[src/design/jrf_pkg.sv]
`default_nettype none

package jrf_pkg;

  // Fixed-point shape of the datapath
  localparam int QShift    = 11;
  localparam int QuotW     = 12;
  localparam int MagW      = 17;
  localparam int RemW      = 28;
  localparam int AngW      = 14;
  localparam int OutW      = 13;
  localparam int DivStages = 6;
  localparam int TrigLat   = 3;
  localparam int PipeLat   = 5 + DivStages + TrigLat;
  localparam int HalfPi    = 3216;
  localparam int SegMul    = 2609;

  // Sideband that travels through the divider with each quotient
  typedef struct packed {
    logic neg;
    logic swp;
    logic zero;
  } pair_tag_t;

  typedef struct packed {
    logic [RemW-1:0] rem;
    logic [MagW-1:0] dv;
    pair_tag_t       tag;
  } div_in_t;

  // Swap test, operand selection and magnitude set-up for one angle
  function automatic div_in_t pair_setup(input logic signed [15:0] num,
                                         input logic signed [15:0] den);
    logic [MagW-1:0] mn;
    logic [MagW-1:0] md;
    logic            sw;
    div_in_t         res;
    mn = num[15] ? MagW'(-{num[15], num}) : MagW'(num);
    md = den[15] ? MagW'(-{den[15], den}) : MagW'(den);
    sw = (mn > md);
    res.rem      = {(sw ? md : mn), 11'b0};
    res.dv       = sw ? mn : md;
    res.tag.neg  = num[15] ^ den[15];
    res.tag.swp  = sw;
    res.tag.zero = (md == '0) && !sw;
    return res;
  endfunction

  function automatic logic [10:0] atan_y(input logic [2:0] i);
    case (i)
      3'd0: atan_y = 11'd0;
      3'd1: atan_y = 11'd254;
      3'd2: atan_y = 11'd501;
      3'd3: atan_y = 11'd734;
      3'd4: atan_y = 11'd949;
      3'd5: atan_y = 11'd1144;
      3'd6: atan_y = 11'd1317;
      default: atan_y = 11'd1472;
    endcase
  endfunction

  function automatic logic [10:0] atan_s(input logic [2:0] i);
    case (i)
      3'd0: atan_s = 11'd2037;
      3'd1: atan_s = 11'd1976;
      3'd2: atan_s = 11'd1864;
      3'd3: atan_s = 11'd1718;
      3'd4: atan_s = 11'd1555;
      3'd5: atan_s = 11'd1391;
      3'd6: atan_s = 11'd1234;
      default: atan_s = 11'd1090;
    endcase
  endfunction

  function automatic logic [11:0] trig_t(input logic [2:0] i);
    case (i)
      3'd0: trig_t = 12'd0;
      3'd1: trig_t = 12'd402;
      3'd2: trig_t = 12'd804;
      3'd3: trig_t = 12'd1206;
      3'd4: trig_t = 12'd1608;
      3'd5: trig_t = 12'd2010;
      3'd6: trig_t = 12'd2412;
      default: trig_t = 12'd2814;
    endcase
  endfunction

  function automatic logic signed [12:0] cos_y(input logic [2:0] i);
    case (i)
      3'd0: cos_y = 13'sd2048;
      3'd1: cos_y = 13'sd2008;
      3'd2: cos_y = 13'sd1892;
      3'd3: cos_y = 13'sd1702;
      3'd4: cos_y = 13'sd1448;
      3'd5: cos_y = 13'sd1137;
      3'd6: cos_y = 13'sd783;
      default: cos_y = 13'sd399;
    endcase
  endfunction

  function automatic logic signed [12:0] cos_s(input logic [2:0] i);
    case (i)
      3'd0: cos_s = -13'sd200;
      3'd1: cos_s = -13'sd593;
      3'd2: cos_s = -13'sd963;
      3'd3: cos_s = -13'sd1297;
      3'd4: cos_s = -13'sd1580;
      3'd5: cos_s = -13'sd1803;
      3'd6: cos_s = -13'sd1956;
      default: cos_s = -13'sd2034;
    endcase
  endfunction

  function automatic logic signed [12:0] sin_y(input logic [2:0] i);
    case (i)
      3'd0: sin_y = 13'sd0;
      3'd1: sin_y = 13'sd399;
      3'd2: sin_y = 13'sd783;
      3'd3: sin_y = 13'sd1137;
      3'd4: sin_y = 13'sd1448;
      3'd5: sin_y = 13'sd1702;
      3'd6: sin_y = 13'sd1892;
      default: sin_y = 13'sd2008;
    endcase
  endfunction

  function automatic logic signed [12:0] sin_s(input logic [2:0] i);
    case (i)
      3'd0: sin_s = 13'sd2034;
      3'd1: sin_s = 13'sd1956;
      3'd2: sin_s = 13'sd1803;
      3'd3: sin_s = 13'sd1580;
      3'd4: sin_s = 13'sd1297;
      3'd5: sin_s = 13'sd963;
      3'd6: sin_s = 13'sd593;
      default: sin_s = 13'sd200;
    endcase
  endfunction

endpackage

`default_nettype wire

[src/design/jacobi_rotation_factors_q11_unit.sv]
`default_nettype none

// Channel  Handshake             Payload
// in       in_valid / in_ready   elem_a, elem_b, elem_c, elem_d (16-bit Q11)
// out      out_valid / out_ready left_cos, left_sin, right_cos, right_sin (13-bit)
//
// One transaction per cycle while out is not stalled.
// The pipeline is made up of the two 6-stage radix-4 restoring dividers and the
// 3-stage cosine/sine interpolators, plus five set-up and angle stages.
// rst clears the valid bits only. A stall on out freezes the whole pipeline
// and drops in_ready; nothing is lost or repeated.

module jacobi_rotation_factors_q11_unit
  import jrf_pkg::*;
(
  input  wire logic                    clk,
  input  wire logic                    rst,
  input  wire logic                    in_valid,
  output logic                         in_ready,
  input  wire logic signed [15:0]      elem_a,
  input  wire logic signed [15:0]      elem_b,
  input  wire logic signed [15:0]      elem_c,
  input  wire logic signed [15:0]      elem_d,
  output logic                         out_valid,
  input  wire logic                    out_ready,
  output logic signed [OutW-1:0]       left_cos,
  output logic signed [OutW-1:0]       left_sin,
  output logic signed [OutW-1:0]       right_cos,
  output logic signed [OutW-1:0]       right_sin
);

  logic               en;
  logic [PipeLat-1:0] vld;

  assign en        = !vld[PipeLat-1] || out_ready;
  assign in_ready  = en;
  assign out_valid = vld[PipeLat-1];

  // Shift the valid bits along with the data
  always_ff @(posedge clk) begin
    if (rst) begin
      vld <= '0;
    end else if (en) begin
      vld <= {vld[PipeLat-2:0], in_valid};
    end
  end

  // Stage 1: capture the block
  logic signed [15:0] a_r, b_r, c_r, d_r;
  always_ff @(posedge clk) begin
    if (en) begin
      a_r <= elem_a;
      b_r <= elem_b;
      c_r <= elem_c;
      d_r <= elem_d;
    end
  end

  // Stage 2: wrapped sums, swap test and divider set-up
  logic signed [15:0] num_sum, den_sum, num_alt, den_alt;
  div_in_t            sum_in, diff_in;

  assign num_sum = c_r + b_r;
  assign den_sum = d_r - a_r;
  assign num_alt = c_r - b_r;
  assign den_alt = d_r + a_r;

  always_ff @(posedge clk) begin
    if (en) begin
      sum_in  <= pair_setup(num_sum, den_sum);
      diff_in <= pair_setup(num_alt, den_alt);
    end
  end

  // Quotient magnitudes
  logic [QuotW-1:0] q_sum, q_diff;
  pair_tag_t        tg_sum, tg_diff;

  jrf_div u_div_sum (
    .clk  (clk),
    .en   (en),
    .din  (sum_in),
    .quot (q_sum),
    .tag  (tg_sum)
  );

  jrf_div u_div_diff (
    .clk  (clk),
    .en   (en),
    .din  (diff_in),
    .quot (q_diff),
    .tag  (tg_diff)
  );

  // Arctan interpolation on a quotient magnitude
  function automatic logic [10:0] atan_mag(input logic [QuotW-1:0] q);
    logic [2:0]  i;
    logic [8:0]  fr;
    logic [19:0] p;
    i  = (q[11:8] > 4'd7) ? 3'd7 : q[10:8];
    fr = 9'(q - {1'b0, i, 8'b0});
    p  = 20'(atan_s(i)) * 20'(fr);
    return atan_y(i) + 11'(p >> QShift);
  endfunction

  // Stage 9: arctan of each quotient
  logic [10:0] r_sum, r_diff;
  pair_tag_t   tg9_sum, tg9_diff;
  always_ff @(posedge clk) begin
    if (en) begin
      r_sum    <= atan_mag(q_sum);
      r_diff   <= atan_mag(q_diff);
      tg9_sum  <= tg_sum;
      tg9_diff <= tg_diff;
    end
  end

  // Sign, swap and zero-divisor rules for one angle
  function automatic logic signed [AngW-1:0] pair_angle(input logic [10:0] r,
                                                        input pair_tag_t t);
    logic signed [AngW-1:0] sr;
    sr = t.neg ? -AngW'(r) : AngW'(r);
    if (t.zero) return AngW'(HalfPi);
    if (t.swp) return AngW'(HalfPi) - sr;
    return sr;
  endfunction

  // Stage 10: pair angles
  logic signed [AngW-1:0] th_sum, th_diff;
  always_ff @(posedge clk) begin
    if (en) begin
      th_sum  <= pair_angle(r_sum, tg9_sum);
      th_diff <= pair_angle(r_diff, tg9_diff);
    end
  end

  // Stage 11: half-difference and half-sum, truncated toward zero
  logic signed [AngW:0]   dl, dr;
  logic signed [AngW-1:0] th_l, th_r;

  assign dl = (AngW+1)'(th_sum) - (AngW+1)'(th_diff);
  assign dr = (AngW+1)'(th_sum) + (AngW+1)'(th_diff);

  always_ff @(posedge clk) begin
    if (en) begin
      th_l <= AngW'((dl + (AngW+1)'(dl[AngW])) >>> 1);
      th_r <= AngW'((dr + (AngW+1)'(dr[AngW])) >>> 1);
    end
  end

  // Stages 12-14: cosine and sine, last stage is the output register
  jrf_trig u_trig_l (
    .clk   (clk),
    .en    (en),
    .theta (th_l),
    .cos_o (left_cos),
    .sin_o (left_sin)
  );

  jrf_trig u_trig_r (
    .clk   (clk),
    .en    (en),
    .theta (th_r),
    .cos_o (right_cos),
    .sin_o (right_sin)
  );

endmodule

`default_nettype wire

[src/design/jrf_div.sv]
`default_nettype none

module jrf_div
  import jrf_pkg::*;
(
  input  wire logic            clk,
  input  wire logic            en,
  input  wire div_in_t         din,
  output logic [QuotW-1:0]     quot,
  output pair_tag_t            tag
);

  logic [RemW-1:0]  rem_r [DivStages];
  logic [MagW-1:0]  dv_r  [DivStages];
  logic [QuotW-1:0] q_r   [DivStages];
  pair_tag_t        tag_r [DivStages];

  genvar j;
  for (j = 0; j < DivStages; j++) begin : g_st
    logic [RemW-1:0]  r_in, r_mid, r_out, dsh_hi, dsh_lo;
    logic [MagW-1:0]  d_in;
    logic [QuotW-1:0] q_in, q_out;
    pair_tag_t        t_in;

    if (j == 0) begin : g_first
      assign r_in = din.rem;
      assign d_in = din.dv;
      assign q_in = '0;
      assign t_in = din.tag;
    end else begin : g_rest
      assign r_in = rem_r[j-1];
      assign d_in = dv_r[j-1];
      assign q_in = q_r[j-1];
      assign t_in = tag_r[j-1];
    end

    assign dsh_hi = RemW'(d_in) << (QuotW - 1 - 2*j);
    assign dsh_lo = RemW'(d_in) << (QuotW - 2 - 2*j);

    // Two restoring steps: subtract the shifted divisor where it fits
    always_comb begin
      r_mid = r_in;
      r_out = r_in;
      q_out = q_in;
      if (r_in >= dsh_hi) begin
        r_mid = r_in - dsh_hi;
        q_out[QuotW-1-2*j] = 1'b1;
      end
      r_out = r_mid;
      if (r_mid >= dsh_lo) begin
        r_out = r_mid - dsh_lo;
        q_out[QuotW-2-2*j] = 1'b1;
      end
    end

    // Advance the stage
    always_ff @(posedge clk) begin
      if (en) begin
        rem_r[j] <= r_out;
        dv_r[j]  <= d_in;
        q_r[j]   <= q_out;
        tag_r[j] <= t_in;
      end
    end
  end

  assign quot = q_r[DivStages-1];
  assign tag  = tag_r[DivStages-1];

endmodule

`default_nettype wire

[src/design/jrf_trig.sv]
`default_nettype none

module jrf_trig
  import jrf_pkg::*;
(
  input  wire logic                   clk,
  input  wire logic                   en,
  input  wire logic signed [AngW-1:0] theta,
  output logic signed [OutW-1:0]      cos_o,
  output logic signed [OutW-1:0]      sin_o
);

  // Stage A: clamp magnitude and form the segment product
  logic [AngW-1:0] mag_a;
  logic [11:0]     t_a;
  logic [11:0]     t_r;
  logic [23:0]     seg_r;
  logic            neg_a;

  assign mag_a = theta[AngW-1] ? AngW'(-theta) : AngW'(theta);
  assign t_a   = (mag_a > AngW'(HalfPi)) ? 12'(HalfPi) : mag_a[11:0];

  always_ff @(posedge clk) begin
    if (en) begin
      t_r   <= t_a;
      seg_r <= 24'(t_a) * 24'(SegMul);
      neg_a <= theta[AngW-1];
    end
  end

  // Stage B: pick the segment and interpolate both curves
  logic [2:0]               idx;
  logic signed [12:0]       dt;
  logic signed [25:0]       cprod, sprod;
  logic signed [OutW-1:0]   cos_b, sin_b;
  logic                     neg_b;

  assign idx   = (seg_r[23:20] > 4'd7) ? 3'd7 : seg_r[22:20];
  assign dt    = $signed({1'b0, t_r}) - $signed({1'b0, trig_t(idx)});
  assign cprod = 26'(cos_s(idx)) * 26'(dt);
  assign sprod = 26'(sin_s(idx)) * 26'(dt);

  always_ff @(posedge clk) begin
    if (en) begin
      cos_b <= cos_y(idx) + OutW'(cprod >>> QShift);
      sin_b <= sin_y(idx) + OutW'(sprod >>> QShift);
      neg_b <= neg_a;
    end
  end

  // Stage C: apply the sign of the angle to the sine
  always_ff @(posedge clk) begin
    if (en) begin
      cos_o <= cos_b;
      sin_o <= neg_b ? -sin_b : sin_b;
    end
  end

endmodule

`default_nettype wire
[config.mk]
export PLATFORM = sky130hd
export DESIGN_NAME = jacobi_rotation_factors_q11_unit
export DESIGN_NICKNAME = d
export VERILOG_FILES = /design/src/design/jrf_pkg.sv /design/src/design/jacobi_rotation_factors_q11_unit.sv /design/src/design/jrf_div.sv /design/src/design/jrf_trig.sv
export SDC_FILE = /design/constraint.sdc
export NUM_CORES = 2
export LEC_CHECK = 0
export ABC_AREA = 1
export BUFFER_PORTS_ARGS = -buffer_cell sky130_fd_sc_hd__buf_2
export CORE_MARGIN = 4
export CORE_UTILIZATION = 33
export DETAILED_ROUTE_END_ITERATION = 10
export PLACE_DENSITY_LB_ADDON = 0.1
export SLEW_MARGIN = 40
export SYNTH_ARGS = -nofsm -noshare
export SYNTH_HDL_FRONTEND = slang
export SYNTH_SLANG_ARGS = --single-unit
[constraint.sdc]
create_clock -name clk -period 47.7 [get_ports clk]
set_input_delay 4.77 -clock clk [delete_from_list [all_inputs] [get_ports clk]]
set_output_delay 4.77 -clock clk [all_outputs]
set_load 0.02 [all_outputs]
Word-level counts from Yosys, hierarchy flattened:

Memory sizes are Yosys's and may differ from the RTL's. A register that Yosys moved wholly into a read port is not among the register bits.
Index checks and enable logic that the tools add are counted.

* add/sub/neg operators: 54
* multipliers: 8
* magnitude comparators: 32
* eq/ne operators: 24
* muxes and demuxes: 110
* bitwise operators: 2
* reduce and logical (&&, ||, !) cells: 12

Operators with widths (number)
* $mux 28: 24
* $pmux 11 s7: 8
* $pmux 12 s7: 4
* $mux 14: 12
* $pmux 10 s7: 2
* $mux 17: 8
* $mul 12x13->24: 4
* $mux 13: 6
* $neg 17->17: 4
* $ge 28x17->1: 2
* $ge 28x18->1: 2
* $ge 28x19->1: 2
* $ge 28x20->1: 2
* $ge 28x21->1: 2
* $ge 28x22->1: 2
* $ge 28x23->1: 2
* $ge 28x24->1: 2
* $ge 28x25->1: 2
* $ge 28x26->1: 2
* $ge 28x27->1: 2
* $ge 28x28->1: 2
* $sub 28x17->28: 2
* $sub 28x18->28: 2
* $sub 28x19->28: 2
* other kinds (40): 140

* bits in registers: 410
* bits in writable memories: 720
* input bits: 68
* output and inout port bits: 54
* logic and storage cells: 287
* memories kept: 8

Memory list
* u_div_diff.rem_r: depth 6, width 28, read ports 5, clocked after Yosys merged registers in 0, write ports 6, line jrf_div.sv:13 `logic [RemW-1:0] rem_r [DivStages];`
* u_div_sum.rem_r: depth 6, width 28, read ports 5, clocked after Yosys merged registers in 0, write ports 6, line jrf_div.sv:13
* u_div_diff.dv_r: depth 6, width 17, read ports 5, clocked after Yosys merged registers in 0, write ports 6, line jrf_div.sv:14 `logic [MagW-1:0] dv_r [DivStages];`
* u_div_sum.dv_r: depth 6, width 17, read ports 5, clocked after Yosys merged registers in 0, write ports 6, line jrf_div.sv:14
* u_div_diff.q_r: depth 6, width 12, read ports 6, clocked after Yosys merged registers in 0, write ports 6, line jrf_div.sv:15 `logic [QuotW-1:0] q_r [DivStages];`
* u_div_sum.q_r: depth 6, width 12, read ports 6, clocked after Yosys merged registers in 0, write ports 6, line jrf_div.sv:15
* +2 memories

Depth between registers and ports, before layout:

An unclocked memory read counts as a cell.

* depth in word-level cells: 8
* gate-level depth with buffers: 56

Hierarchy:

From an unflattened synthesis, not the netlist that was laid out.

* cells, all modules: 13892
* area total of the unflattened synthesis: 107963.5 µm²

Modules (own cells, without submodules)
* jrf_div: times used 2, cells each 3267, area each 24372.1 µm², sequential area each 8558.2 µm²
* jacobi_rotation_factors_q11_unit: times used 1, cells each 3263, area each 24612.4 µm², sequential area each 6946.7 µm²
* jrf_trig at u_trig_r: times used 1, cells each 2076, area each 17404.2 µm², sequential area each 2102.0 µm²
* jrf_trig at u_trig_l: times used 1, cells each 2019, area each 17202.7 µm², sequential area each 2102.0 µm²

Worst setup path before layout:

No wires, ideal clock.

* path kind: in2out
* start point: in out_ready
* end point: out in_ready
* arrival: 28.748 ns
* required time: 42.930 ns
* setup slack: 14.182 ns
* stages on the path: 3
* path buffers: 1
* cells stage by stage: nor2_1 -> inv_1 -> clkbuf_1

* cells in the longest elaborated chain, start to end: 1

Ends and longest elaborated chain
* start: declaration: line jacobi_rotation_factors_q11_unit.sv:25 `input wire logic out_ready,`
* $logic_or 1x1->1: line jacobi_rotation_factors_q11_unit.sv:35 `assign en = !vld[PipeLat-1] || out_ready;`
* end: declaration: line jacobi_rotation_factors_q11_unit.sv:19 `output logic in_ready,`

No other way between the ends.

Worst setup path in the final report:

* start point: reg u_trig_r.seg_r[23]
* end point: reg u_trig_r.cos_b[12], data pin

* cells in the longest elaborated chain, start to end: 7
* elaborated cells on any way between the ends: 16
* classes of those cells: 2 x add/sub; 1 x mul; 1 x order compare; 6 x eq/ne; 5 x mux; 1 x reduce/logical

Ends and longest elaborated chain
* start: declaration: line jrf_trig.sv:17 `logic [23:0] seg_r;`
* start signal: assignment: line jrf_trig.sv:26 `seg_r <= 24'(t_a) * 24'(SegMul);`
* $gt 4x3->1 (*): line jrf_trig.sv:38 `assign idx = (seg_r[23:20] > 4'd7) ? 3'd7 : seg_r[22:20];`
* $mux 3 (*): line jrf_trig.sv:38
* $eq 3x3->1, or another cell as far along: line jrf_pkg.sv:76, jrf_pkg.sv:89, jrf_pkg.sv:102
* $pmux 12 s7: line jrf_pkg.sv:76 `case (i)`
* $sub 12x12->13: line jrf_trig.sv:39 `assign dt = $signed({1'b0, t_r}) - $signed({1'b0, trig_t(idx)});`
* $mul 12x13->24: line jrf_trig.sv:40 `assign cprod = 26'(cos_s(idx)) * 26'(dt);`
* $add 13x13->13 (*): line jrf_trig.sv:45 `cos_b <= cos_y(idx) + OutW'(cprod >>> QShift);`
* end signal: assignment: line jrf_trig.sv:45
* end: declaration: line jrf_trig.sv:35 `logic signed [OutW-1:0] cos_b, sin_b;`

Every way passes the cells marked *; elsewhere a longest branch is shown, timed or not. The select of a mux whose other input is x is not followed.
A chain may end at the register's enable or synchronous reset.

==> results.py <==
metrics = {
    "status": {
        "status": "finished clean",
    },
    "route": {
        "m1WireLength_um": 126000,
        "viasPerCell": 4.75,
        "post-route-drc-count": 0,
        "wl_met2_um": 129000,
        "route.met3.wl_um": 6600,
        "wl_um": 268000,
        "ant_nets": 0,
        "dr.pass1.iters": 6,
        "avgRoutedWirePerCell_um": 16.6,
        "highest_layer": "met4",
        "num_vias": 76700,
        "drt_iter0_drc": 3923,
    },
    "floorplan": {
        "placementRows": 200,
        "die_y_um": 554,
        "coreArea_um2": 297000,
        "start_util_pct": 33.2,
        "die_area_um2": 307000,
        "ioPinCount": 122,
        "die_w_um": 554,
    },
    "global_routing": {
        "antenna_found_initial": 2,
        "grt_pass1_wl_um": 433000,
        "grt_pass1_vias": 79400,
        "grtUsageTotal_pct": 17.4,
        "grt_max_degree": 166,
        "grt-ovfl-total": 0,
    },
    "synth": {
        "synthFlopType": "edfxtp_1",
        "synth_top_area_share_pct": 26.6,
        "syn_area_per_cell_um2": 8.21,
        "synth-seq-cells": 886,
        "async_flop_share_pct": 0,
        "synth_area_leader_cell": "edfxtp_1",
        "synth-warning-count": 0,
        "synth_edf_count": 872,
        "ys_top_cells_by_area": "edfxtp_1, fa_1, ha_1",
        "yosysUniqueCellTypes": 88,
        "seq_area_frac_synth_pct": 26.9,
        "synthCells": 12000,
        "syn_area_um2": 98500,
    },
    "clocking": {
        "cts_hold_buf": 0,
        "post-cts-setup-buffers": 0,
        "clk_path_buf_depth": 4,
        "cts_made_buffers": 118,
        "cts_resized": 0,
        "insertion_delay_ps": 900,
        "cts-root-buf": "clkbuf_16",
        "path_clk_slew_ps": 60,
        "tritoncts": "built",
        "cts_max_level": 3,
        "cts_num_sinks": 886,
    },
    "cells_and_area": {
        "final_net_count": 14000,
        "syn2layout_area_growth_pct": 9.18,
        "layout-drive-gt1-share_pct": 4.61,
        "seqCellArea_um2": 26500,
        "multi_input_area_um2": 62900,
        "fillerInstances": 30600,
    },
    "timing": {
        "worst_slew_pin_slew_ps": 875,
        "clock.fmax_mhz": 85.1,
        "post-route-period-util_pct": 24.6,
        "fin_crit_ps": 11750,
        "setup_viol": 0,
        "finalHoldViolations": 0,
        "holdWs_ps": 410,
        "fin_worst_skew_ps": 108,
        "slew_headroom_pct": 41.4,
        "rsz0062_at_grt": "no",
        "setup_tns_ps": 0,
        "slew_viol_final": 0,
    },
    "setup_path": {
        "cpPeakStageDelay_ps": 610,
        "critPathRequiredTime_ps": 48260,
        "critPathArrivalTime_ps": 12310,
        "worstPathMaxFanout": 16,
        "cp-start-kind": "flop",
        "critPathKind": "flop to flop",
        "ff2ff_path_depth": 50,
        "slowest_stage": "inv_1",
        "crit_path_end_kind": "flop",
    },
    "hold_path": {
        "hold_class": "flop to flop",
        "worstHoldPathCells": 0,
    },
    "placement": {
        "port_buffers": 121,
        "hpwl_um": 223000,
        "place_congestion": 0.887,
    },
    "job": {
        "cap_violations": 0,
    },
}
==> state kept, by name, summed over array words and instances (netlist names), 14 cells and up <==
| name | flops |
|---|---|
| u_div_sum.tag_r | 18 |
| u_div_sum.dv_r | 85 |
| u_div_sum.rem_r | 110 |
| u_div_diff.tag_r | 18 |
| vld | 14 |
| u_div_sum.q_r | 42 |
| th_l | 14 |
| b_r | 16 |
| th_sum | 14 |
| u_div_diff.rem_r | 110 |
| diff_in | 37 |
| th_diff | 14 |
| d_r | 16 |
| c_r | 16 |
| a_r | 16 |
| u_div_diff.q_r | 42 |
| u_div_diff.dv_r | 85 |
| th_r | 14 |
| sum_in | 37 |
==> critical path: cells and delay by family, from the launching register on <==
kind / cells / cell delay (ps)
xor+xnor: 3 / 580
simple gates: 21 / 3280
fa+ha+maj: 9 / 3820
buf+inv: 10 / 1610
compound gates: 7 / 1780
flops: 1 / 460
==> synthesized netlist by cell type, types with 10 or more instances <==
| cell type | n |
|---|---|
| nand2_1 | 2485 |
| inv_1 | 2159 |
| ha_1 | 1083 |
| nor2_1 | 996 |
| edfxtp_1 | 872 |
| a21oi_1 | 740 |
| fa_1 | 724 |
| o21ai_0 | 640 |
| xor2_1 | 440 |
| nand3_1 | 392 |
| xnor2_1 | 283 |
| nand4_1 | 140 |
| nor3_1 | 135 |
| clkbuf_1 | 110 |
| o21ai_1 | 59 |
| o21bai_1 | 53 |
| a21o_1 | 51 |
| a31oi_1 | 43 |
| buf_2 | 39 |
| or2_2 | 37 |
| nor4_1 | 35 |
| o21ai_2 | 29 |
| inv_2 | 28 |
| a211oi_1 | 27 |
| nand2_2 | 27 |
| o31ai_1 | 25 |
| o211ai_1 | 22 |
| nand3b_1 | 21 |
| o21a_1 | 21 |
| a21boi_0 | 18 |
| clkinv_1 | 17 |
| buf_6 | 16 |
| nand3_2 | 16 |
| buf_4 | 14 |
| dfxtp_1 | 14 |
| and2_1 | 12 |
| buf_1 | 11 |
| nor2_2 | 11 |
| o2111ai_1 | 11 |
| a21boi_1 | 10 |
==> area by class of cell <==
cell class / instances / share of cell area [%]
multi-input cells: 8727 / 58.5
well taps: 3939 / 4.58
clock inverters: 79 / 0.782
repair buffers: 168 / 0.955
diodes: 3 / 0.00698
clock buffers: 140 / 2.87
flip-flops and latches: 886 / 24.6
inverters: 2206 / 7.72
==> stage by stage <==
step	util (%)	std cells	setup slack, ps	instance area (um2)
final	36.2	16100	35950	108000
after global routing	36.2	16100	35100	108000
after CTS	36.2	16100	35620	107000
after detailed placement	34.9	15900	35660	104000
after global placement	34.8	15900	35740	103000
after floorplan	-	12000	14180	98600
==> cell families (layout without fill, tap and decap cells) <==
| kind of cell | count (synthesis) | in the layout | synth area share, % |
|---|---|---|---|
| and+or+nand+nor | 4361 | 4361 | 18.5 |
| DFF | 886 | 886 | 26.9 |
| buffers and inverters | 2401 | 2593 | 9.42 |
| muxes | 1 | 1 | 0.0102 |
| other | 2 | 27 | 0.00763 |
| AOI/OAI and AO/OA | 1809 | 1809 | 10.3 |
| adders and majority gates | 1807 | 1807 | 28.5 |
| xor gates and xnor gates | 725 | 725 | 6.47 |
==> per-layer routing <==
layer / vias up / track usage [%]
li1: 39100 / -
met1: 36400 / 23.2
met2: 967 / 30.4
met3: 307 / 1.42
met4: 0 / 4.09
met5: - / 0
==> layout by cell type (no fill, tap or decap), drive strengths merged, types with 43 or more instances in the layout <==
| cell | netlist | final |
|---|---|---|
| edfxtp | 872 | 872 |
| buf | 82 | 168 |
| nor2 | 1017 | 1017 |
| fa | 724 | 724 |
| clkinv | 17 | 65 |
| o21bai | 60 | 60 |
| ha | 1083 | 1083 |
| xor2 | 442 | 442 |
| clkbuf | 113 | 140 |
| a21oi | 746 | 746 |
| inv | 2189 | 2195 |
| nor3 | 139 | 139 |
| nand4 | 145 | 145 |
| xnor2 | 283 | 283 |
| or2 | 43 | 43 |
| nand2 | 2516 | 2516 |
| a31oi | 43 | 43 |
| nand3 | 411 | 411 |
| a21o | 51 | 51 |
| o21ai | 728 | 728 |
==> worst paths after layout <==
check / to / slack (ps) / from
worst min register to register: u_div_diff.q_r[1][11] / 410 / u_div_diff.q_r[0][11]
worst max register to register: u_trig_r.cos_b[12] / 35950 / u_trig_r.seg_r[23]
worst min-delay path: u_div_diff.q_r[1][11] / 410 / u_div_diff.q_r[0][11]
worst max-delay path: u_trig_r.cos_b[12] / 35950 / u_trig_r.seg_r[23]
Power is left out: the tool's default activity adds up to more than one toggle a clock period on the data nets, which glitch-free logic cannot reach.
